**config.mk**
```make
export PLATFORM = sky130hd
export DESIGN_NAME = fds_ctrl
export DESIGN_NICKNAME = d
export VERILOG_FILES = /design/src/hdl/fds_pkg.sv /design/src/hdl/fds_ctrl.sv
export SDC_FILE = /design/constraint.sdc
export NUM_CORES = 1
export LEC_CHECK = 0
export CAP_MARGIN = 10
export CELL_PAD_IN_SITES_DETAIL_PLACEMENT = 1
export CELL_PAD_IN_SITES_GLOBAL_PLACEMENT = 2
export CORE_MARGIN = 3
export CORE_UTILIZATION = 34
export DETAILED_ROUTE_END_ITERATION = 8
export DONT_BUFFER_PORTS = 1
export GPL_ROUTABILITY_DRIVEN = 0
export PLACE_DENSITY_LB_ADDON = 0.12
export SYNTH_ARGS = -nofsm -noshare
export SYNTH_HDL_FRONTEND = slang
export SYNTH_SLANG_ARGS = --single-unit
```
**constraint.sdc**
```tcl
create_clock -name clk -period 3.1 [get_ports clk]
set_input_delay 0.155 -clock clk [delete_from_list [all_inputs] [get_ports clk]]
set_output_delay 0.155 -clock clk [all_outputs]
set_load 0.05 [all_outputs]
```
**src/hdl/fds_pkg.sv**
```systemverilog
// shared types, constants and coefficient tables of the finite-difference stencil unit
package fds_pkg;

	// fixed field widths
	localparam int SAMPLE_WIDTH = 32;
	localparam int DERIV_WIDTH  = 48;
	localparam int CFG_DATA_W   = 32;
	localparam int CFG_INDEX_W  = 2;
	localparam int TAP_W        = 3;

	// configuration register indexes
	localparam logic [CFG_INDEX_W-1:0] REG_POINTS = 2'd0;
	localparam logic [CFG_INDEX_W-1:0] REG_ORDER  = 2'd1;
	localparam logic [CFG_INDEX_W-1:0] REG_SHIFT  = 2'd2;
	localparam logic [CFG_INDEX_W-1:0] REG_STEP   = 2'd3;

	// stencil size codes
	localparam logic [1:0] POINTS_3       = 2'd0;
	localparam logic [1:0] POINTS_INVALID = 2'd3;

	// register reset values
	localparam logic [CFG_DATA_W-1:0] STEP_RESET = 32'd65536;

	// saturation limits of the derivative
	localparam logic [DERIV_WIDTH-1:0] DERIV_MAX = {1'b0, {(DERIV_WIDTH-1){1'b1}}};
	localparam logic [DERIV_WIDTH-1:0] DERIV_MIN = {1'b1, {(DERIV_WIDTH-1){1'b0}}};

	// coefficients scaled by 180: [order][evaluated position][tap]
	localparam int TAB3 [2][3][3] = '{
		'{'{-270, 360, -90}, '{-90, 0, 90}, '{90, -360, 270}},
		'{'{180, -360, 180}, '{180, -360, 180}, '{180, -360, 180}}};

	localparam int TAB5 [2][5][5] = '{
		'{'{-375, 720, -540, 240, -45}, '{-45, -150, 270, -90, 15},
			'{15, -120, 0, 120, -15}, '{-15, 90, -270, 150, 45},
			'{45, -240, 540, -720, 375}},
		'{'{525, -1560, 1710, -840, 165}, '{165, -300, 90, 60, -15},
			'{-15, 240, -450, 240, -15}, '{-15, 60, 90, -300, 165},
			'{165, -840, 1710, -1560, 525}}};

	localparam int TAB7 [2][7][7] = '{
		'{'{-441, 1080, -1350, 1200, -675, 216, -30},
			'{-30, -231, 450, -300, 150, -45, 6},
			'{6, -72, -105, 240, -90, 24, -3},
			'{-3, 27, -135, 0, 135, -27, 3},
			'{3, -24, 90, -240, 105, 72, -6},
			'{-6, 45, -150, 300, -450, 231, 30},
			'{30, -216, 675, -1200, 1350, -1080, 441}},
		'{'{812, -3132, 5265, -5080, 2970, -972, 137},
			'{137, -147, -255, 470, -285, 93, -13},
			'{-13, 228, -420, 200, 15, -12, 2},
			'{2, -27, 270, -490, 270, -27, 2},
			'{2, -12, 15, 200, -420, 228, -13},
			'{-13, 93, -285, 470, -255, -147, 137},
			'{137, -972, 2970, -5080, 5265, -3132, 812}}};

	// item and result payloads
	typedef struct packed {
		logic signed [SAMPLE_WIDTH-1:0] sample;
		logic                           line_start;
	} item_t;

	typedef struct packed {
		logic signed [DERIV_WIDTH-1:0] derivative;
		logic                          window_full;
		logic                          config_error;
	} result_t;

	// controller to datapath commands
	typedef struct packed {
		logic shift;
		logic load_row;
		logic mac;
		logic scale;
		logic sum;
		logic load_out;
	} cmd_t;

	// datapath to controller status
	typedef struct packed {
		logic             go;
		logic             full;
		logic             err;
		logic [TAP_W-1:0] pts;
	} status_t;

	// scaled coefficient, zero outside the tables
	function automatic int coef180(int code, int ord, int row, int col);
		int v;
		v = 0;
		if (ord >= 0 && ord < 2 && row >= 0 && col >= 0) begin
			if (code == 0 && row < 3 && col < 3)
				v = TAB3[ord][row][col];
			else if (code == 1 && row < 5 && col < 5)
				v = TAB5[ord][row][col];
			else if (code == 2 && row < 7 && col < 7)
				v = TAB7[ord][row][col];
		end
		return v;
	endfunction

	// p/180 in fixed point, rounded half away from zero
	function automatic longint coef_fix(int p, int frac);
		longint m;
		longint q;
		m = (p < 0) ? -longint'(p) : longint'(p);
		q = ((m << frac) + 90) / 180;
		return (p < 0) ? -q : q;
	endfunction

endpackage

```
**src/hdl/fds_ctrl.sv**
```systemverilog
// sequencing state machine of the finite-difference stencil unit
module fds_ctrl import fds_pkg::*; (
	input  logic    clk,
	input  logic    arst_n,
	input  logic    item_valid,
	output logic    item_ready,
	output logic    result_valid,
	input  logic    result_ready,
	input  status_t sts,
	output cmd_t    cmd
);

	localparam logic [2:0] ST_IDLE  = 3'd0;
	localparam logic [2:0] ST_EVAL  = 3'd1;
	localparam logic [2:0] ST_MAC   = 3'd2;
	localparam logic [2:0] ST_DRAIN = 3'd3;
	localparam logic [2:0] ST_SCALE = 3'd4;
	localparam logic [2:0] ST_SUM   = 3'd5;
	localparam logic [2:0] ST_DONE  = 3'd6;

	logic [2:0]       state_q;
	logic [2:0]       state_d;
	logic [TAP_W-1:0] tap_q;
	logic             result_valid_q;
	logic             out_free;
	logic             tap_last;

	assign item_ready   = (state_q == ST_IDLE);
	assign result_valid = result_valid_q;
	assign out_free     = !result_valid_q || result_ready;
	assign tap_last     = (tap_q == sts.pts - TAP_W'(1));

	// commands to the datapath
	always_comb begin
		cmd          = '0;
		cmd.shift    = item_valid && item_ready;
		cmd.load_row = (state_q == ST_EVAL) && sts.go;
		cmd.mac      = (state_q == ST_MAC);
		cmd.scale    = (state_q == ST_SCALE);
		cmd.sum      = (state_q == ST_SUM);
		cmd.load_out = (state_q == ST_DONE) && out_free;
	end

	// next state
	always_comb begin
		state_d = state_q;
		case (state_q)
			ST_IDLE: begin
				if (item_valid)
					state_d = ST_EVAL;
			end
			ST_EVAL: begin
				state_d = sts.go ? ST_MAC : ST_DONE;
			end
			ST_MAC: begin
				if (tap_last)
					state_d = ST_DRAIN;
			end
			ST_DRAIN: state_d = ST_SCALE;
			ST_SCALE: state_d = ST_SUM;
			ST_SUM:   state_d = ST_DONE;
			ST_DONE: begin
				if (out_free)
					state_d = ST_IDLE;
			end
			default:  state_d = ST_IDLE;
		endcase
	end

	// state, tap counter and output valid
	always_ff @(posedge clk or negedge arst_n) begin
		if (!arst_n) begin
			state_q        <= ST_IDLE;
			tap_q          <= '0;
			result_valid_q <= 1'b0;
		end else begin
			state_q <= state_d;
			if (state_q == ST_EVAL)
				tap_q <= '0;
			else if (state_q == ST_MAC)
				tap_q <= tap_q + TAP_W'(1);
			if (cmd.load_out)
				result_valid_q <= 1'b1;
			else if (result_ready)
				result_valid_q <= 1'b0;
		end
	end

	// an accepted item always goes to evaluation
	a_accept_eval: assert property (@(posedge clk) disable iff (!arst_n)
		(item_valid && item_ready) |=> (state_q == ST_EVAL))
		else $error("accepted item did not enter evaluation");

	// the tap counter stays inside the stencil
	a_tap_range: assert property (@(posedge clk) disable iff (!arst_n)
		(state_q == ST_MAC) |-> (tap_q < sts.pts))
		else $error("tap counter beyond stencil size");

	// no accumulation when the window gives no derivative
	a_skip_mac: assert property (@(posedge clk) disable iff (!arst_n)
		(state_q == ST_EVAL && !sts.go) |=> (state_q == ST_DONE))
		else $error("accumulation started without a valid window");

	// a finished item is offered once the output slot is free
	a_result_out: assert property (@(posedge clk) disable iff (!arst_n)
		(state_q == ST_DONE && out_free) |=> (result_valid && state_q == ST_IDLE))
		else $error("finished item not offered");

endmodule

```
==> impl_metrics.toml <==
[clock_network]
clock_sinks = 7
htree_levels = 1
ctsResizeCount = 0
cts_tree = "yes"
numCtsBuffers = 3
clk_root_buffer_cell = "clkbuf_4"
clock_path_buffers = 2
clkLatencyLatePin_ns = 0.26
cts.reportedPaths.clkPinSlew_ns = 0.06

[min_path]
hp-class = "input port to flop"

[critical_path]
arrival_ns = 1.84
critPathKind = "flop to output port"
critPathRequiredTime_ns = 2.94
crit_slowest_cell = "nor2_1"
path_max_fanout = 4
end_kind = "output port"
worstPathCellList = "nand2b_1 > nand2_1 > nor2_1"
startpoint_type = "flop"
cp_top_family = "simple AND/OR/NAND/NOR gates"
slowest_delay_ns = 0.70
crit_buf_inv = 0

[power_and_ir_drop]
leakagePower_nw = 0.234
power_density_nw_per_um2 = 1250
finalPower_mw = 0.667
vdd_ir_drop_max_v = 0.000499

[floorplan]
core_um2 = 1200
rows = 12
ios = 18
dieArea_um2 = 1860
die_h_um = 43.2
fp.dieW_um = 43.2
start_util_pct = 39.1

[drt]
wl_met3_um = 81
drtAntennaViolNets = 0
drt-pass1-iter-count = 3
via_per_inst = 5.49
drc = 0
vias = 401
routed_wl_um = 1170
wire_per_inst_um = 16.0
dr.first_iter.drc_count = 2
highest_layer = "met4"
met1_length_um = 486
dr_wl_met2_um = 580

[sta]
period_needed_ns = 2.00
grt_setup_unrepaired = "no"
fmax_mhz = 500
tightest_slew_ns = 0.903
setup_viol = 0
fin_skew_ns = 0.0105
finalHoldViolCount = 0
drv_slew = 0
fin_tns_setup_ns = 0
slew_headroom_pct = 39.6
finalCritPeriodShare_pct = 64.5
fin_hold_ws_ns = 0.0710

[grt]
grt_pass1_vias = 431
grt_pass1_wl_um = 1930
grt_max_degree = 15
grt_usage_pct = 14.2
grt_antenna_before_repair = 0
grt-ovfl-total = 0

[layout]
finalNonFillerCells = 73
fillers = 152
finalInstanceArea_um2 = 533
syn_to_final_growth_pct = 13.6
insertedDiodeCount = 0
nets = 72
layout-drive-gt1-share_pct = 15.3

[run]
maxCapViolCount = 0

[placement]
dp_hpwl_um = 916
portBuffers = 0
dp.cells = 68
placed_area_um2 = 495

[synth]
ys_ff_latch = 7
synthesis.area_per_instance_um2 = 8.69
syn-cell-area_um2 = 469
netlist-cell-type-count = 24
ys_seq_area_share_pct = 37.3
syn_inst = 54
ys_warn_count = 0
synth_nets = 66

[outcome]
status = "finished clean"
[flip-flops by register name, indices dropped and copies added, names as in the netlist]
signal,flops
tap_q,3
state_q,3
result_valid,1
[cells in the mapped netlist]
| cell type | instances | area share (%) |
|---|---|---|
| nor2b_1 | 1 | 1.3 |
| a21oi_1 | 3 | 3.2 |
| inv_1 | 5 | 4.0 |
| or4_1 | 1 | 1.6 |
| dfrtp_1 | 7 | 37 |
| buf_6 | 1 | 2.4 |
| clkbuf_1 | 2 | 1.6 |
| o21a_1 | 1 | 1.6 |
| o2bb2ai_1 | 1 | 1.9 |
| o211ai_1 | 1 | 1.6 |
| nor4bb_1 | 1 | 2.1 |
| ha_1 | 2 | 5.3 |
| o21ai_1 | 1 | 1.1 |
| xnor2_1 | 4 | 7.5 |
| nand2b_4 | 1 | 2.9 |
| a21o_1 | 1 | 1.6 |
| and2_1 | 1 | 1.3 |
| and4_1 | 1 | 1.9 |
| nand2b_1 | 1 | 1.3 |
| a22oi_1 | 1 | 1.6 |
| nand2_1 | 1 | 0.80 |
| nor3_1 | 4 | 4.3 |
| nor2_1 | 4 | 3.2 |
| o21ai_0 | 8 | 8.5 |
[logic make-up after synthesis]
| group | synth area share (%) |
|---|---|
| fa+ha+maj | 5.33 |
| buf+inv | 8.00 |
| simple gates | 20.8 |
| compound gates | 21.1 |
| xor+xnor | 7.47 |
| flops | 37.3 |
[path summary, 6_finish.rpt]
kind	slack (ns)	from	cells past startpoint	end
min reg2reg	0.57	tap_q[2]	1	tap_q[2]
max reg2reg	1.64	state_q[0]	3	state_q[0]
max in group asynchronous	2.62	arst_n	1	tap_q[0]
max	1.10	result_valid	3	cmd[0]
min	0.07	item_valid	2	state_q[0]
min in group asynchronous	0.22	arst_n	1	result_valid
[worst register-to-register path, stage by stage (launching register included)]
cell and delay, ns:
dfrtp_1 0.52, nand2b_4 0.23, or4_1 0.50, o21ai_1 0.13
[power breakdown]
group / internal, mW / leakage [nW] / switching, mW / total (mW)
clock: 0.0474 / 0.0177 / 0.0394 / 0.0868
combinational: 0.118 / 0.129 / 0.225 / 0.343
sequential: 0.131 / 0.0878 / 0.106 / 0.237
[metal layers]
metal | vias up | global-route usage, %
met4 | 0 | 7.23
met1 | 190 | 15.3
met5 | - | 0
met3 | 2 | 4.66
met2 | 13 | 24.2
li1 | 196 | -
[placed cells by master (no fill, tap or decap)]
cell type,count
o21a_1,1
dlygate4sd3_1,1
o2bb2ai_1,1
a21oi_1,3
nor3_1,3
o211ai_1,1
a22oi_1,1
inv_1,5
and4_1,1
dfrtp_1,7
buf_4,3
xnor2_1,4
nand2b_4,1
clkinv_2,1
nor4bb_1,1
nand2_1,1
o21ai_1,1
ha_1,2
nor2_1,4
a21o_1,1
and2_1,1
nor3_2,1
nand2b_1,1
o21ai_0,8
nor2b_1,1
clkbuf_4,3
or4_1,1
[per-stage QoR]
stage	util, %	setup WS [ns]
finish	44.4	1.10
global route	44.4	1.03
CTS	44.4	1.09
detailed placement	41.3	1.38
global placement	41.3	1.41
floorplan	-	0.662
[area by class of cell]
| cell class | count | area (um^2) | area share [%] |
|---|---|---|---|
| multi-input combinational | 39 | 262 | 49.1 |
| inverter | 5 | 18.8 | 3.52 |
| tap | 14 | 17.5 | 3.29 |
| timing repair buffer | 4 | 32.5 | 6.10 |
| clock inverter | 1 | 5.00 | 0.939 |
| sequential | 7 | 175 | 32.9 |
| clock buffer | 3 | 22.5 | 4.23 |
[repair_timing]
| action | in CTS | in global routing |
|---|---|---|
| buffers inserted | 0 | 0 |
| endpoints found under the hold margin | 7 | 0 |
| hold buffers | 1 | 0 |
No activity file was read; power rests on OpenSTA's default activity.
